<file path="config.mk">
export PLATFORM = sky130hd
export DESIGN_NAME = bpc_front
export DESIGN_NICKNAME = d
export VERILOG_FILES = /design/src/hdl/bpc_pkg.sv /design/src/hdl/bpc_front.sv
export SDC_FILE = /design/constraint.sdc
export NUM_CORES = 1
export LEC_CHECK = 0
export BUFFER_PORTS_ARGS = -buffer_cell sky130_fd_sc_hd__buf_4
export CAP_MARGIN = 20
export CELL_PAD_IN_SITES_DETAIL_PLACEMENT = 1
export CELL_PAD_IN_SITES_GLOBAL_PLACEMENT = 1
export CORE_ASPECT_RATIO = 1.25
export CORE_MARGIN = 1
export CORE_UTILIZATION = 41
export CTS_BUF_LIST = sky130_fd_sc_hd__clkbuf_16
export DETAILED_ROUTE_END_ITERATION = 10
export MAX_ROUTING_LAYER = met4
export PLACE_DENSITY_LB_ADDON = 0.1
export SLEW_MARGIN = 40
export SYNTH_ARGS = -nofsm -noshare
export SYNTH_HDL_FRONTEND = slang
export SYNTH_SLANG_ARGS = --single-unit
</file>
<file path="constraint.sdc">
create_clock -name aclk -period 2 [get_ports aclk]
set_input_delay 0.3 -clock aclk [delete_from_list [all_inputs] [get_ports aclk]]
set_output_delay 0.3 -clock aclk [all_outputs]
set_load 0.005 [all_outputs]
</file>
<file path="src/hdl/bpc_pkg.sv">
// ============================================================================
// bpc_pkg: shared types and constants for the barometric compensation block
// Holds register indexes, fixed coefficients and the front-to-back queue entry.
// ============================================================================
`default_nettype none

package bpc_pkg;

    // Configuration register indexes.
    localparam logic [2:0] REG_OSS    = 3'd0;
    localparam logic [2:0] REG_AC123  = 3'd1;
    localparam logic [2:0] REG_AC456  = 3'd2;
    localparam logic [2:0] REG_B12    = 3'd3;
    localparam logic [2:0] REG_MCMD   = 3'd4;

    // Fixed constants of the published compensation.
    localparam logic [31:0] C_B6_OFS  = 32'd4000;
    localparam logic [31:0] C_SCALE   = 32'd50000;
    localparam logic [31:0] C_P_K1    = 32'd3038;
    localparam logic [31:0] C_P_K2    = 32'hFFFF_E343; // -7357
    localparam logic [31:0] C_P_K3    = 32'd3791;
    localparam logic [31:0] C_HALF    = 32'd32768;

    // One raw item as it waits between front and back.
    typedef struct packed {
        logic [15:0] ut;
        logic [18:0] up;
    } item_t;

    // Back-end sequencer states.
    typedef enum logic [2:0] {
        ST_IDLE,
        ST_MATH,
        ST_DIV,
        ST_DONE
    } state_t;

endpackage

`default_nettype wire

</file>
<file path="src/hdl/bpc_front.sv">
// ============================================================================
// bpc_front: input acceptance and two-entry item queue
// Takes raw items and holds them until the back end is free.
// ============================================================================
`default_nettype none

module bpc_front (
    input  wire logic           aclk,
    input  wire logic           aresetn,
    input  wire logic           in_valid,
    output logic                in_ready,
    input  wire bpc_pkg::item_t in_item,
    output logic                q_valid,
    input  wire logic           q_pop,
    output bpc_pkg::item_t      q_item
);

    bpc_pkg::item_t mem_reg [2];
    logic           wp_reg, wp_next, rp_reg, rp_next;
    logic [1:0]     cnt_reg, cnt_next;
    logic           push;

    assign in_ready = (cnt_reg != 2'd2);
    assign push     = in_valid && in_ready;
    assign q_valid  = (cnt_reg != 2'd0);
    assign q_item   = mem_reg[rp_reg];

    // Pointer and fill count update.
    always_comb begin
        wp_next  = push ? ~wp_reg : wp_reg;
        rp_next  = q_pop ? ~rp_reg : rp_reg;
        cnt_next = cnt_reg + {1'b0, push} - {1'b0, q_pop};
    end

    always_ff @(posedge aclk) begin
        if (!aresetn) begin
            wp_reg  <= 1'b0;
            rp_reg  <= 1'b0;
            cnt_reg <= '0;
        end else begin
            wp_reg  <= wp_next;
            rp_reg  <= rp_next;
            cnt_reg <= cnt_next;
        end
        if (push) begin
            mem_reg[wp_reg] <= in_item;
        end
    end

    // The queue never overfills and is never popped empty.
    assert property (@(posedge aclk) disable iff (!aresetn) q_pop |-> q_valid)
        else $error("pop from empty queue");
    assert property (@(posedge aclk) disable iff (!aresetn) cnt_reg != 2'd3)
        else $error("queue count out of range");
    assert property (@(posedge aclk) disable iff (!aresetn)
        (cnt_reg == 2'd2 && !q_pop) |=> cnt_reg == 2'd2)
        else $error("full queue lost an entry");

endmodule

`default_nettype wire

</file>
==> impl_results.md, run 1 <==
- Max-Slew Margin vs Limit: ~75%
- Unrepaired setup endpoints after global routing: no
- H-tree levels: 3
- CTS root buf: clkbuf_16
- Largest net degree at the start of global routing: 23
- CTS tree: done
- Num CTS Buffers: 9
- Synthesized Nets: roughly 180
- Final Net Count: about 270
- Yosys warnings: 0
- Worst-skew pair later-pin latency: 0.32 ns
- Vias in the first global route: around 1.7k
- Hold Slack: about 0.16 ns
- First-pass GRT wire length: between 8 and 9 mm
- PostCTS Resize Cnt: 0
- Xor/xnor share of the synthesized area: 0.625%
- Post-Route WL: around 5.3 mm
- Max Cap Viol: 0
- First-pass DRT Iterations: 4
- Leakage: about 1.4 nW
- Syn avg cell area: between 20 and 25 um^2
- Initial Util: a little over two fifths
- CP endpoint kind: output port
- Clock transition at path regs: about 0.06 ns
- Mux cell area share after synthesis: between 10% and 20%
- Setup CP Type: flop to output port
- Peak Freq: ~570 MHz
- Buffers on Ports: 75
- Netlist cell types: 23
- Hold Vio Cnt, Final: 0
- Die width: approximately 76 um
- Sequential area share after synthesis: between 70% and 80%
- GP Congestion: around 0.65
- Number of flip-flops in the largest register: 70
- Peak VDD IR: 671 uV
- Setup slack, reg-to-reg: around 0.30 ns
- Critical Path RT: ~1.7 ns
- # rows: 33
- FF-to-FF End: cnt_reg[1]$_SDFF_PN0_
- Total clock sinks: 75
- Setup total negative slack: 0 ns
- Post-CTS Setup Bufs: 0
- Via density: around 4.8
- Post-synthesis simple-gate area fraction: about 2.6%
- Clock Skews: 0.00600 ns
- Post-synthesis compound-gate area fraction: 1.61%
- Mapped Area: between 0.002 and 0.003 mm^2
- Fill count: 596
- FF-to-FF path depth: 7
- Post-CTS Hold Buffers: 0
- Pin slew with the least headroom to its limit: roughly 0.37 ns
- HPWL Detailed: approximately 3.7 mm
- Initial antenna violation count: 0
- Die Ht: 94.4 um
- Gr ovfl total: 0
- Remaining DRCs: 0
- Final period utilization: between 80% and 90%
- Layout cells sized above 1: 58.1%
- Worst min path class: input pin to flop
- Initial DRC count: between 50 and 60
- Synth-to-layout area growth: 35.2%
- GRT Total Usage: about 16%
- RR Startpoint: cnt_reg[0]$_SDFF_PN0_
- Clock Tree Buf Depth: 2
- Adder-Cell Fraction of Synth Area: less than 1%
- Post-synthesis sequential element count: 75
- Final Setup Violations: 0
- CP max FO: 22
- CP Capture Point: q_item[22]
- Data arrival time of the worst path: around 1.5 ns
- PD cells: between 1000 and 1500 mW/mm^2
- WL/cell: between 15 and 20 um
- Io pins: between 70 and 80
- Final min period: 1.76 ns
- Via count: ~1.5k
- Die area: 0.00717 mm^2
- N_diodes: 0
- Startpoint types: flop
- Main combinational cell family by area after synthesis: multiplexers
- ANT nets after route: 0
- Core area: 0.00657 mm^2
- Final Slew Violations: 0
- Status: finished clean
- Post-Syn Instances: around 140
==> worst max-delay path, cell delays in order, from the launching register on <==
cell	delay (ns)
dfxtp_2	0.32
buf_4	0.29
mux2_2	0.39
buf_4	0.14
==> kinds of logic after synthesis <==
group	after synthesis
buffers and inverters	6
and+or+nand+nor	12
DFF	75
adders and majority gates	1
AOI/OAI and AO/OA	5
muxes	36
xor gates and xnor gates	2
==> layout make-up <==
type	count	area, um^2	share of cell area [%]
inverter	2	7.51	0.198
multi-input combinational	56	554	14.6
tap	87	109	2.87
sequential	75	2200	58.2
clock buffer	9	225	5.95
timing repair buffer	81	608	16.1
clock inverter	6	80.1	2.11
==> cells in the mapped netlist, drive strengths merged <==
cell type  count  share of area (%)
nand2b         1               0.22
nand2          2               0.27
and2           3               0.67
nand3          1               0.18
xor2           1               0.31
nor4b          1               0.31
nand3b         2               0.54
a211o          1               0.31
a211oi         1               0.27
mux2i          1               0.36
or2            1               0.22
inv            2               0.27
a21boi         2               0.67
buf            4                1.4
a21bo          1               0.36
edfxtp        70                 75
ha             1               0.45
xnor2          1               0.31
dfxtp          5                3.6
and3           1               0.22
mux2          35                 14
==> how the worst min path moves through the flow <==
stage,from,endpoint,slack (ns),depth (start not counted)
after global placement,in_item[9],mem_reg[0][9]$_DFFE_PP_,0.48,1
final,in_item[2],mem_reg[1][2]$_DFFE_PP_,0.16,1
after CTS,in_item[30],mem_reg[1][30]$_DFFE_PP_,0.15,1
after detailed placement,in_item[7],mem_reg[0][7]$_DFFE_PP_,0.49,1
after floorplan,in_item[0],mem_reg[0][0]$_DFFE_PP_,0.40,0
after global routing,in_item[3],mem_reg[1][3]$_DFFE_PP_,0.15,1
==> per-layer routing <==
layer | vias up | wire length (um) | global-route usage (%)
li1 | 709 | - | -
met1 | 755 | 1900 | 15.1
met2 | 50 | 3100 | 30.2
met3 | 6 | 228 | 4.35
met4 | 0 | 76 | 7.53
met5 | - | 0 | -
==> power breakdown <==
group	internal [mW]	switching (mW)
clock	1.07	0.552
sequential	1.88	0.0416
combinational	0.306	0.231
==> through the flow <==
| step | power [mW] | util [%] | cells | setup WS [ns] | instance area (um^2) |
|---|---|---|---|---|---|
| CTS | 4.13 | 57.7 | 316 | 0.207 | 3790 |
| floorplan | 2.19 | - | 137 | 0.126 | 2800 |
| finish | 4.08 | 57.7 | 316 | 0.240 | 3790 |
| global placement | 2.45 | 53.0 | 301 | 0.540 | 3480 |
| global route | 4.23 | 57.7 | 316 | 0.179 | 3790 |
| detailed placement | 2.50 | 53.0 | 301 | 0.332 | 3480 |
==> cell usage in the layout, fill, tap and decap left out <==
master | synthesis | final
xor2_1 | 1 | 1
or2_2 | 1 | 1
nand3b_1 | 2 | 2
clkinv_1 | 0 | 3
edfxtp_1 | 70 | 70
and3_2 | 0 | 1
a21bo_2 | 1 | 1
inv_1 | 2 | 2
nor4b_1 | 1 | 1
mux2i_1 | 1 | 1
a211oi_1 | 1 | 1
a21boi_2 | 1 | 1
clkbuf_16 | 0 | 9
dfxtp_2 | 0 | 1
nand2_1 | 2 | 2
mux2_2 | 35 | 35
nand3_1 | 1 | 1
nand2b_1 | 1 | 1
a21boi_1 | 1 | 1
xnor2_1 | 1 | 1
inv_6 | 0 | 1
ha_1 | 1 | 1
buf_4 | 0 | 81
bufinv_16 | 0 | 2
and2_1 | 3 | 3
a211o_1 | 1 | 1
dfxtp_1 | 5 | 4
Power figures use the tool's default switching activity.
==> run 2: changes to the inputs <==
--- a/config.mk
+++ b/config.mk
@@ -16,6 +16,7 @@
 export DETAILED_ROUTE_END_ITERATION = 10
 export MAX_ROUTING_LAYER = met4
 export PLACE_DENSITY_LB_ADDON = 0.1
+export REMOVE_ABC_BUFFERS = 1
 export SLEW_MARGIN = 40
 export SYNTH_ARGS = -nofsm -noshare
 export SYNTH_HDL_FRONTEND = slang
==> constraint.sdc (replaced) <==
create_clock -name aclk -period 2 [get_ports aclk]
set_input_delay 0.3 -clock aclk [delete_from_list [all_inputs] [get_ports aclk]]
set_output_delay 0.3 -clock aclk [all_outputs]
set_load 0.1 [all_outputs]
==> impl_results.md, run 2 (synthesis gave the netlist of run 1 again) <==
- Peak VDD IR: 669 uV (-0.41%)
- Peak Freq: 548 MHz (-3.6%)
- First-pass GRT wire length: 8.09 mm (about the same)
- Layout Cells excl Fill: 316 (unchanged)
- Final Setup Violations: 0 (unchanged)
- Die area: 0.00717 mm^2 (unchanged)
- WL/cell: 16.5 um (-1.8%)
- Hold Path Cell Cnt: 1 (unchanged)
- GRT Total Usage: 16.3% (+0.27 points)
- Final Slew Violations: 0 (unchanged)
- Post-CTS Setup Bufs: 0 (unchanged)
- Num CTS Buffers: 9 (unchanged)
- Fill count: 597 (+0.17%)
- Clock transition at path regs: 0.06 ns (about the same)
- Die Ht: 94.4 um (unchanged)
- Setup slack, reg-to-reg: 0.37 ns (+0.07 ns)
- Status: finished clean
- Initial antenna violation count: 0 (unchanged)
- Data arrival time of the worst path: 1.52 ns (+0.06 ns)
- CTS root buf: clkbuf_16
- CP max FO: 19 (-14%)
- Die width: 75.9 um (unchanged)
- PD cells: 1290 mW/mm^2 (+20%)
- H-tree levels: 3 (unchanged)
- Layout cells sized above 1: 59.0% (+0.87 points)
- Worst-skew pair later-pin latency: 0.33 ns (about the same)
- CP endpoint kind: output port
- ANT nets after route: 0 (unchanged)
- Synth-to-layout area growth: 35.8%
- Remaining DRCs: 0 (unchanged)
- Number of flip-flops in the largest register: 70 (unchanged)
- Startpoint types: flop
- Multi-input combinational cell area: 554 um^2 (unchanged)
- Final Net Count: 264 (-0.38%)
- M1 GR Usage: 15.7% (+0.58 points)
- FF-to-FF path depth: 7 (unchanged)
- Setup CP Type: flop to output port
- Clock Skews: 0.00603 ns (+0.0000309 ns)
- Via density: 4.78 (-0.72%)
- CTS tree: done
- Initial DRC count: 45 (-24%)
- Largest net degree at the start of global routing: 36 (+57%)
- Post-Route WL: 5.22 mm (-1.8%)
- GR Util met3: 3.57% (-0.77 points)
- Io pins: 76 (unchanged)
- Hold Vio Cnt, Final: 0 (unchanged)
- Most common cell after layout, fill and taps aside: buf_4
- Final period utilization: 91.2% (+3.3 points)
- Final min period: 1.82 ns (+0.0651 ns)
- Total clock sinks: 75 (unchanged)
- Global route hottest layer: met2
- N_diodes: 0 (unchanged)
- Initial Util: 42.7% (unchanged)
- Vias in the first global route: 1,649 (-3.3%)
- Critical Path RT: 1.70 ns (about the same)
- M2 GR Usage: 29.2% (-1.1 points)
- GP Congestion: 0.691 (+6.3%)
- HPWL Detailed: 3.61 mm (-1.6%)
- Inst Count DP: 300 (-0.33%)
- PostCTS Resize Cnt: 0 (unchanged)
- Most frequent cells in the layout: buf_4, edfxtp_1, mux2_2
- Max Cap Viol: 0 (unchanged)
- # rows: 33 (unchanged)
- Max-Slew Margin vs Limit: 81.8% (+6.8 points)
- Buffers on Ports: 75 (unchanged)
- Clock Tree Buf Depth: 2 (unchanged)
- Post-CTS Hold Buffers: 0 (unchanged)
- Unrepaired setup endpoints after global routing: no
- Core area: 0.00657 mm^2 (unchanged)
- First-pass DRT Iterations: 4 (unchanged)
- Leakage: 1.46 nW (+0.45%)
- Reg area: 0.00220 mm^2 (unchanged)
- Via count: 1,509 (-0.72%)
- Gr ovfl total: 0 (unchanged)
- Hold Slack: 0.152 ns (-0.00961 ns)
- Pin slew with the least headroom to its limit: 0.273 ns (-0.0970 ns)
- Worst min path class: input pin to flop
-- run 2: cell count changes in the layout (fill, tap and decap cells not counted) --
cell / change
buf_4: -2
clkinv_1: -2
clkinv_2: +2
clkinv_4: +1
buf_12: +1
-- run 2: cell type report --
cell class,count,share of cell area (%)
inverters,2,0.197
multi-input cells,56,14.6
repair buffers,80,16.1
clock buffers,9,5.92
well taps,87,2.86
flip-flops and latches,75,57.9
clock inverters,7,2.40
-- run 2: metrics by stage --
| stage | TNS, ns | setup WS (ns) | area, um^2 | util (%) | power (mW) |
|---|---|---|---|---|---|
| after CTS | 0 | 0.133 | 3800 | 57.9 | 4.98 |
| after detailed placement | 0 | 0.392 | 3490 | 53.1 | 3.28 |
| after global routing | 0 | 0.107 | 3800 | 57.9 | 5.06 |
| after floorplan | -41.02 | -0.645 | 2760 | - | 2.96 |
| final | 0 | 0.175 | 3800 | 57.9 | 4.92 |
| after global placement | 0 | 0.512 | 3490 | 53.1 | 3.25 |
-- run 2: critical path, cell delays in order (launching register included) --
cell	delay (ns)
dfxtp_2	0.32
buf_4	0.26
mux2_2	0.38
buf_4	0.23
-- run 2: worst paths after layout --
check                   startpoint                  endpoint
min                    in_item[34]  mem_reg[0][34]$_DFFE_PP_
min reg2reg    wp_reg$_SDFFE_PN0P_       wp_reg$_SDFFE_PN0P_
max reg2reg  cnt_reg[0]$_SDFF_PN0_     cnt_reg[1]$_SDFF_PN0_
max                           flop                q_item[28]
-- run 2: layer usage --
metal / up-vias / wire [um]
li1: 709 / -
met1: 741 / 1850
met2: 47 / 3000
met3: 12 / 228
met4: 0 / 135
met5: - / 0
-- run 2: power breakdown --
| part | leakage [nW] | switching (mW) | internal (mW) | total [mW] |
|---|---|---|---|---|
| sequential | 0.695 | 0.0407 | 1.88 | 1.92 |
| clock | 0.157 | 0.598 | 1.09 | 1.69 |
| combinational | 0.603 | 0.996 | 0.320 | 1.32 |
| total | 1.46 | 1.63 | 3.28 | 4.92 |
